**config.mk**
```make
export PLATFORM = sky130hd
export DESIGN_NAME = q_learning_table_engine
export DESIGN_NICKNAME = d
export VERILOG_FILES = /design/src/rtl/core/qlte_pkg.sv /design/src/rtl/core/q_learning_table_engine.sv /design/src/rtl/core/qlte_ram.sv /design/src/rtl/core/qlte_mul.sv
export SDC_FILE = /design/constraint.sdc
export NUM_CORES = 2
export LEC_CHECK = 0
export BUFFER_PORTS_ARGS = -buffer_cell sky130_fd_sc_hd__buf_2
export CAP_MARGIN = 0
export CELL_PAD_IN_SITES_DETAIL_PLACEMENT = 1
export CELL_PAD_IN_SITES_GLOBAL_PLACEMENT = 2
export CORE_ASPECT_RATIO = 0.5
export CORE_MARGIN = 2
export CORE_UTILIZATION = 35
export CTS_BUF_LIST = sky130_fd_sc_hd__clkbuf_8
export DETAILED_ROUTE_END_ITERATION = 12
export PLACE_DENSITY = 0.73
export SYNTH_ARGS = -nofsm -noshare
export SYNTH_HDL_FRONTEND = slang
export SYNTH_HIERARCHICAL = 1
export SYNTH_SLANG_ARGS = --single-unit
```
**constraint.sdc**
```tcl
create_clock -name i_clk -period 11.1 [get_ports i_clk]
set_input_delay 2.22 -clock i_clk [delete_from_list [all_inputs] [get_ports i_clk]]
set_output_delay 2.22 -clock i_clk [all_outputs]
set_load 0.05 [all_outputs]
```
**src/rtl/core/qlte_pkg.sv**
```systemverilog
package qlte_pkg;

    localparam int STATE_COUNT  = 8;
    localparam int ACTION_COUNT = 8;
    localparam int ENTRY_COUNT  = STATE_COUNT * ACTION_COUNT;

    localparam int STATE_W = $clog2(STATE_COUNT);
    localparam int ACT_W   = $clog2(ACTION_COUNT);
    localparam int ADDR_W  = $clog2(ENTRY_COUNT);
    localparam int CNT_W   = $clog2(ACTION_COUNT + 1);

    // fixed field widths
    localparam int IDX_W    = 3;
    localparam int Q_W      = 32;
    localparam int FRAC_W   = 16;
    localparam int CFG_IDX_W = 2;

    // diff = reward + scaled - cur stays within +/- 3 * 2^31
    localparam int MUL_A_W = Q_W + 2;
    localparam int PROD_W  = MUL_A_W + FRAC_W + 1;
    localparam int SCL_W   = PROD_W - FRAC_W;
    localparam int SUM_W   = SCL_W + 1;

    localparam logic signed [PROD_W-1:0] ROUND_BIAS = PROD_W'(32768);
    localparam logic signed [Q_W-1:0]    Q_MAX = 32'sh7FFF_FFFF;
    localparam logic signed [Q_W-1:0]    Q_MIN = 32'sh8000_0000;

    localparam logic CMD_CHOOSE = 1'b0;
    localparam logic CMD_UPDATE = 1'b1;

    localparam logic [CFG_IDX_W-1:0] CFG_LEARNING_RATE     = 2'd0;
    localparam logic [CFG_IDX_W-1:0] CFG_DISCOUNT          = 2'd1;
    localparam logic [CFG_IDX_W-1:0] CFG_EXPLORE_THRESHOLD = 2'd2;

    localparam logic [FRAC_W-1:0] RST_LEARNING_RATE     = 16'd6554;
    localparam logic [FRAC_W-1:0] RST_DISCOUNT          = 16'd58982;
    localparam logic [FRAC_W-1:0] RST_EXPLORE_THRESHOLD = 16'd13107;

    // value < 8 and count >= 2: at most three subtractions
    function automatic logic [STATE_W-1:0] reduce_state(input logic [IDX_W-1:0] v);
        logic [8:0] t;
        t = 9'(v);
        for (int i = 0; i < 4; i++) begin
            if (t >= 9'(STATE_COUNT)) begin
                t = t - 9'(STATE_COUNT);
            end
        end
        return STATE_W'(t);
    endfunction

    function automatic logic [ACT_W-1:0] reduce_action(input logic [IDX_W-1:0] v);
        logic [8:0] t;
        t = 9'(v);
        for (int i = 0; i < 4; i++) begin
            if (t >= 9'(ACTION_COUNT)) begin
                t = t - 9'(ACTION_COUNT);
            end
        end
        return ACT_W'(t);
    endfunction

    function automatic logic [ADDR_W-1:0] entry_addr(input logic [STATE_W-1:0] row,
                                                     input logic [ACT_W-1:0] act);
        logic [ADDR_W-1:0] r;
        r = ADDR_W'(row);
        return r * ADDR_W'(ACTION_COUNT) + ADDR_W'(act);
    endfunction

endpackage

```
**src/rtl/core/q_learning_table_engine.sv**
```systemverilog
// Choose, exploring:  S_PICK reads the picked entry, S_PICK_W captures it, S_DONE registers the result.
// Choose, greedy:     row scan, one entry of the row read per cycle through the table RAM.
// Update:             row scan, entry read, then two passes
//                     through the single shared multiplier.
// One transaction at a time; a held result delays completion only at the last step.
// Synchronous reset: registers to defaults, table reads as zero (per-entry valid bits).
module q_learning_table_engine (
    input  logic                                i_clk,
    input  logic                                i_rst_n,
    input  logic                                i_in_valid,
    output logic                                o_in_stall,
    input  logic                                i_cmd,
    input  logic        [qlte_pkg::IDX_W-1:0]   i_cur_state,
    input  logic        [qlte_pkg::IDX_W-1:0]   i_taken_action,
    input  logic        [qlte_pkg::IDX_W-1:0]   i_following_state,
    input  logic signed [qlte_pkg::Q_W-1:0]     i_reward_value,
    input  logic        [qlte_pkg::FRAC_W-1:0]  i_random_draw,
    input  logic        [qlte_pkg::IDX_W-1:0]   i_random_pick,
    output logic                                o_out_valid,
    input  logic                                i_out_stall,
    output logic        [qlte_pkg::IDX_W-1:0]   o_chosen_action,
    output logic                                o_explored,
    output logic signed [qlte_pkg::Q_W-1:0]     o_entry_value,
    input  logic                                i_cfg_valid,
    output logic                                o_cfg_ready,
    input  logic        [qlte_pkg::CFG_IDX_W-1:0] i_cfg_index,
    input  logic        [qlte_pkg::FRAC_W-1:0]  i_cfg_data
);

    typedef enum logic [3:0] {
        S_IDLE,
        S_SCAN,
        S_PICK,
        S_PICK_W,
        S_CUR,
        S_CUR_W,
        S_GAM,
        S_ALPHA,
        S_NEW,
        S_DONE
    } t_state;

    t_state r_state;

    logic [qlte_pkg::FRAC_W-1:0] r_alpha;
    logic [qlte_pkg::FRAC_W-1:0] r_gamma;
    logic [qlte_pkg::FRAC_W-1:0] r_epsilon;

    logic                               r_cmd;
    logic                               r_explore;
    logic [qlte_pkg::STATE_W-1:0]       r_cur_row;
    logic [qlte_pkg::STATE_W-1:0]       r_scan_row;
    logic [qlte_pkg::ACT_W-1:0]         r_act;
    logic signed [qlte_pkg::Q_W-1:0]    r_reward;
    logic [qlte_pkg::CNT_W-1:0]         r_cnt;
    logic signed [qlte_pkg::Q_W-1:0]    r_best;
    logic [qlte_pkg::ACT_W-1:0]         r_best_idx;
    logic signed [qlte_pkg::Q_W-1:0]    r_cur;
    logic signed [qlte_pkg::MUL_A_W-1:0] r_diff;

    logic [qlte_pkg::ENTRY_COUNT-1:0]   r_valid;
    logic                               r_rd_valid;

    logic                               r_out_valid;
    logic [qlte_pkg::IDX_W-1:0]         r_out_act;
    logic                               r_out_expl;
    logic signed [qlte_pkg::Q_W-1:0]    r_out_value;

    logic [qlte_pkg::ADDR_W-1:0]        w_raddr;
    logic [qlte_pkg::ADDR_W-1:0]        w_waddr;
    logic [qlte_pkg::Q_W-1:0]           w_ram_q;
    logic signed [qlte_pkg::Q_W-1:0]    w_q;
    logic                               w_we;
    logic signed [qlte_pkg::Q_W-1:0]    w_new;

    logic signed [qlte_pkg::MUL_A_W-1:0] w_mul_a;
    logic [qlte_pkg::FRAC_W-1:0]         w_mul_b;
    logic signed [qlte_pkg::PROD_W-1:0]  w_prod;
    logic signed [qlte_pkg::PROD_W-1:0]  w_rnd;
    logic signed [qlte_pkg::SCL_W-1:0]   w_scaled;
    logic signed [qlte_pkg::SUM_W-1:0]   w_sum;
    logic [qlte_pkg::ACT_W-1:0]          w_proc_idx;
    logic                                w_in_take;
    logic                                w_explore_in;

    assign o_in_stall  = (r_state != S_IDLE);
    assign o_cfg_ready = 1'b1;
    assign w_in_take   = i_in_valid && (r_state == S_IDLE);
    assign w_explore_in = (i_cmd == qlte_pkg::CMD_CHOOSE) && (i_random_draw < r_epsilon);

    // table access
    assign w_raddr = (r_state == S_SCAN)
                   ? qlte_pkg::entry_addr(r_scan_row, r_cnt[qlte_pkg::ACT_W-1:0])
                   : qlte_pkg::entry_addr(r_cur_row, r_act);
    assign w_waddr = qlte_pkg::entry_addr(r_cur_row, r_act);
    assign w_we    = (r_state == S_NEW);
    assign w_q     = r_rd_valid ? $signed(w_ram_q) : '0;

    qlte_ram #(
        .WIDTH (qlte_pkg::Q_W),
        .DEPTH (qlte_pkg::ENTRY_COUNT)
    ) u_table (
        .i_clk   (i_clk),
        .i_we    (w_we),
        .i_waddr (w_waddr),
        .i_wdata (w_new),
        .i_raddr (w_raddr),
        .o_rdata (w_ram_q)
    );

    // shared multiplier: gamma * max first, then alpha * diff
    assign w_mul_a = (r_state == S_ALPHA) ? r_diff : qlte_pkg::MUL_A_W'(r_best);
    assign w_mul_b = (r_state == S_ALPHA) ? r_alpha : r_gamma;

    qlte_mul u_mul (
        .i_clk  (i_clk),
        .i_a    (w_mul_a),
        .i_b    (w_mul_b),
        .o_prod (w_prod)
    );

    // round half up, then drop the fraction (floor)
    assign w_rnd    = w_prod + qlte_pkg::ROUND_BIAS;
    assign w_scaled = $signed(w_rnd[qlte_pkg::PROD_W-1:qlte_pkg::FRAC_W]);

    always_comb begin
        w_sum = qlte_pkg::SUM_W'(r_cur) + qlte_pkg::SUM_W'(w_scaled);
        if (w_sum > qlte_pkg::SUM_W'(qlte_pkg::Q_MAX)) begin
            w_new = qlte_pkg::Q_MAX;
        end else if (w_sum < qlte_pkg::SUM_W'(qlte_pkg::Q_MIN)) begin
            w_new = qlte_pkg::Q_MIN;
        end else begin
            w_new = qlte_pkg::Q_W'(w_sum);
        end
    end

    assign w_proc_idx = qlte_pkg::ACT_W'(r_cnt - qlte_pkg::CNT_W'(1));

    always_ff @(posedge i_clk) begin
        if (!i_rst_n) begin
            r_state     <= S_IDLE;
            r_cnt       <= '0;
            r_valid     <= '0;
            r_rd_valid  <= 1'b0;
            r_out_valid <= 1'b0;
            r_alpha     <= qlte_pkg::RST_LEARNING_RATE;
            r_gamma     <= qlte_pkg::RST_DISCOUNT;
            r_epsilon   <= qlte_pkg::RST_EXPLORE_THRESHOLD;
        end else begin
            r_rd_valid <= r_valid[w_raddr];

            if (i_cfg_valid) begin
                unique case (i_cfg_index)
                    qlte_pkg::CFG_LEARNING_RATE:     r_alpha   <= i_cfg_data;
                    qlte_pkg::CFG_DISCOUNT:          r_gamma   <= i_cfg_data;
                    qlte_pkg::CFG_EXPLORE_THRESHOLD: r_epsilon <= i_cfg_data;
                    default: ;
                endcase
            end

            // in S_DONE the result register is handled by the state arm
            if (r_out_valid && !i_out_stall && r_state != S_DONE) begin
                r_out_valid <= 1'b0;
            end

            unique case (r_state)
                S_IDLE: begin
                    if (w_in_take) begin
                        r_cmd      <= i_cmd;
                        r_explore  <= w_explore_in;
                        r_cur_row  <= qlte_pkg::reduce_state(i_cur_state);
                        r_reward   <= i_reward_value;
                        r_cnt      <= '0;
                        if (i_cmd == qlte_pkg::CMD_UPDATE) begin
                            r_scan_row <= qlte_pkg::reduce_state(i_following_state);
                            r_act      <= qlte_pkg::reduce_action(i_taken_action);
                            r_state    <= S_SCAN;
                        end else if (w_explore_in) begin
                            r_act   <= qlte_pkg::reduce_action(i_random_pick);
                            r_state <= S_PICK;
                        end else begin
                            r_scan_row <= qlte_pkg::reduce_state(i_cur_state);
                            r_state    <= S_SCAN;
                        end
                    end
                end
                S_SCAN: begin
                    // read issued at r_cnt, data of r_cnt-1 compared this cycle
                    if (r_cnt != '0) begin
                        if (w_proc_idx == '0 || w_q > r_best) begin
                            r_best     <= w_q;
                            r_best_idx <= w_proc_idx;
                        end
                    end
                    if (r_cnt == qlte_pkg::CNT_W'(qlte_pkg::ACTION_COUNT)) begin
                        r_state <= (r_cmd == qlte_pkg::CMD_UPDATE) ? S_CUR : S_DONE;
                    end else begin
                        r_cnt <= r_cnt + qlte_pkg::CNT_W'(1);
                    end
                end
                S_PICK: begin
                    r_state <= S_PICK_W;
                end
                S_PICK_W: begin
                    r_best  <= w_q;
                    r_state <= S_DONE;
                end
                S_CUR: begin
                    r_state <= S_CUR_W;
                end
                S_CUR_W: begin
                    r_cur   <= w_q;
                    r_state <= S_GAM;
                end
                S_GAM: begin
                    r_diff  <= qlte_pkg::MUL_A_W'(qlte_pkg::SCL_W'(r_reward) + w_scaled
                                                  - qlte_pkg::SCL_W'(r_cur));
                    r_state <= S_ALPHA;
                end
                S_ALPHA: begin
                    r_state <= S_NEW;
                end
                S_NEW: begin
                    r_valid[w_waddr] <= 1'b1;
                    r_best           <= w_new;
                    r_state          <= S_DONE;
                end
                S_DONE: begin
                    if (!r_out_valid || !i_out_stall) begin
                        r_out_valid <= 1'b1;
                        r_out_expl  <= r_explore;
                        r_out_value <= r_best;
                        if (r_cmd == qlte_pkg::CMD_CHOOSE && !r_explore) begin
                            r_out_act <= qlte_pkg::IDX_W'(r_best_idx);
                        end else begin
                            r_out_act <= qlte_pkg::IDX_W'(r_act);
                        end
                        r_state <= S_IDLE;
                    end
                end
                default: r_state <= S_IDLE;
            endcase
        end
    end

    assign o_out_valid     = r_out_valid;
    assign o_chosen_action = r_out_act;
    assign o_explored      = r_out_expl;
    assign o_entry_value   = r_out_value;

endmodule

```
**src/rtl/core/qlte_ram.sv**
```systemverilog
module qlte_ram #(
    parameter int WIDTH = 32,
    parameter int DEPTH = 64
) (
    input  logic                     i_clk,
    input  logic                     i_we,
    input  logic [$clog2(DEPTH)-1:0] i_waddr,
    input  logic [WIDTH-1:0]         i_wdata,
    input  logic [$clog2(DEPTH)-1:0] i_raddr,
    output logic [WIDTH-1:0]         o_rdata
);

    logic [WIDTH-1:0] r_mem [DEPTH];
    logic [WIDTH-1:0] r_rdata;

    always_ff @(posedge i_clk) begin
        if (i_we) begin
            r_mem[i_waddr] <= i_wdata;
        end
        r_rdata <= r_mem[i_raddr];
    end

    assign o_rdata = r_rdata;

endmodule

```
**src/rtl/core/qlte_mul.sv**
```systemverilog
module qlte_mul (
    input  logic                               i_clk,
    input  logic signed [qlte_pkg::MUL_A_W-1:0] i_a,
    input  logic        [qlte_pkg::FRAC_W-1:0]  i_b,
    output logic signed [qlte_pkg::PROD_W-1:0]  o_prod
);

    logic signed [qlte_pkg::PROD_W-1:0] r_prod;

    // fraction operand is unsigned: zero bit on top makes it a positive signed value
    always_ff @(posedge i_clk) begin
        r_prod <= i_a * $signed({1'b0, i_b});
    end

    assign o_prod = r_prod;

endmodule

```
==> metrics.md <==
| Metric | Value |
|---|---|
| Clock slew at reported path FFs | `60 ps` |
| Num CTS Buffers | `382` |
| PortBufs | `121` |
| Placer Congestion | `0.874` |
| Clk_lat worst skew | `1030 ps` |
| Total routed wirelength | `336 mm` |
| Maxcap violations | `0` |
| Delay-heaviest family, CP | `adder cells` |
| Final Util | `0.393` |
| Endpoints failing hold | `0` |
| Pre-CTS WS | `2360 ps` |
| Status | `finished clean` |
| GR Overflow Total | `0` |
| Final slew viol count | `0` |
| Total GRT Usage | `0.198` |
| Gate Count Post-Synth | `7504` |
| CTS Root Cell | `clkbuf_8` |
| Max FO, Critical Path | `38` |
| Clock Sink Count | `2418` |
| # DRC | `0` |
| Wirelength per Cell | `26.7 um` |
| Skew final | `114 ps` |
| CTS tree | `built` |
| CP Data Required Time | `11990 ps` |
| Starting Density | `0.353` |
| Largest stage delay, worst path | `990 ps` |
| Final Net Count | `8699` |
| Multi-input gate area | `42200 sq um` |
| Final WS setup | `2300 ps` |
| Most frequent CP cell | `fa_1` |
| Fin Setup TNS | `0 ps` |
| Longest Clk Path Bufs | `4` |
| Worst slew pin tran | `1270 ps` |
| Post-CTS setup buffer count | `0` |
| Critical path class | `reg -> reg` |
| RSZ-0062 raised after global routing | `no` |
| Worst slew margin | `0.149` |
| Clock period minus final worst setup slack | `8800 ps` |
| CORE AREA | `331000 sq um` |
| Critical Path Start Type | `register` |
| Fraction of the cycle the final worst path needs | `0.793` |
| Final ANT Viol Nets | `0` |
| Die height | `412 um` |
| Min-Delay Path Class | `reg -> reg` |
| Syn Nets | `8382` |
| Setup Viol. Count Final | `0` |
| Achievable clock frequency | `114 MHz` |
| Area growth syn-to-layout | `11.5%` |
| Crit-path slowest cell | `mux2_2` |
| Pin count of the biggest net entering global routing | `100` |
| Layout cells sized above 1 | `0.185` |
| Post-CTS sizing | `0` |
| First-pass GRT wire length | `493 mm` |
| Synth Cell Area | `117000 sq um` |
| Buffer and inverter count on the worst path | `5` |
| Synth Warn # | `6` |
| Total die area | `338000 sq um` |
| Initial DRC Count | `6451` |
| CTS Hold Bufs | `0` |
| Syn avg cell area | `15.5 sq um` |
| I/O Pins | `123` |
| Initial antenna violation count | `21` |
| First-pass detailed-route iteration total | `6` |
| Rows | `149` |
| Die width | `820 um` |
| CP arrival | `9690 ps` |
| Total vias in the final route | `66400` |
| Vias in the first global route | `71500` |
| Fill cells | `33400` |
| H-tree depth | `5` |
| Final HPWL DP | `209 mm` |
| Vias per inst | `5.28` |
| Storage cell area | `70700 sq um` |
| Crit end category | `register` |
==> worst min-delay path: stages, from the launching register on <==
cell     delay, ps
dfxtp_1        310
nand2_1         50
a21oi_1         50
==> sequential cells by signal, indices dropped and copies added (netlist names), 32 cells and up <==
signal and cells:
r_diff 34, u_mul/o_prod 36, r_reward 32, o_entry_value 32
u_table/r_mem 2048, r_cur 32, r_best 32, u_table/o_rdata 32
r_valid 64
==> metrics by stage <==
stage	hold WS (ps)	cell area (sq um)	std cells
5_1_grt	479	130000	12600
6_report	455	130000	12600
3_5_place_dp	447	123000	11900
2_1_floorplan	427	117000	7504
4_1_cts	455	130000	12600
3_3_place_gp	442	123000	11900
==> cell usage in the layout, fill, tap and decap left out, types with 42 or more instances in the layout <==
cell and n:
xnor2_1 95, fa_1 551, xor2_1 44, o21ai_0 59, a21oi_1 204, edfxtp_1 2228, nor2_4 64, nor2_1 359
mux4_2 544, nand2_1 684, nand3_1 74, clkinv_1 74, ha_1 243, mux2i_1 98, buf_4 163, mux2_2 60
dfxtp_1 190, clkbuf_8 401, o22ai_1 86, inv_1 860, a21o_1 52, and2_1 235, buf_2 121, o211ai_1 42
==> worst paths after layout <==
kind	from	endpoint	slack [ps]	cells past startpoint
worst max-delay path	r_state[2]	u_mul/o_prod[48]	2300	25
worst min-delay path	r_alpha[0]	r_alpha[0]	460	2
worst min register to register	r_alpha[0]	r_alpha[0]	460	2
worst max register to register	r_state[2]	u_mul/o_prod[48]	2300	25
==> metal layers <==
| metal | global-route usage | routed length [um] | vias to the layer above |
|---|---|---|---|
| met5 | 0 | 0 | - |
| met4 | 0.0516 | 8780 | 0 |
| met3 | 0.0335 | 22300 | 415 |
| met2 | 0.321 | 159000 | 2251 |
| met1 | 0.279 | 146000 | 35500 |
| li1 | - | - | 28200 |
==> area by class of cell <==
cell class                      count  share of cell area
Timing Repair Buffer              288              0.0147
Sequential cell                  2418               0.544
Tap cell                         4454              0.0429
Antenna cell                       14            0.000270
Inverter                          717              0.0209
Clock inverter                    270             0.00953
Multi-Input combinational cell   4014               0.325
Clock buffer                      401              0.0425
Power is left out: the tool's default activity adds up to more than one toggle a clock period on the data nets, which glitch-free logic cannot reach.
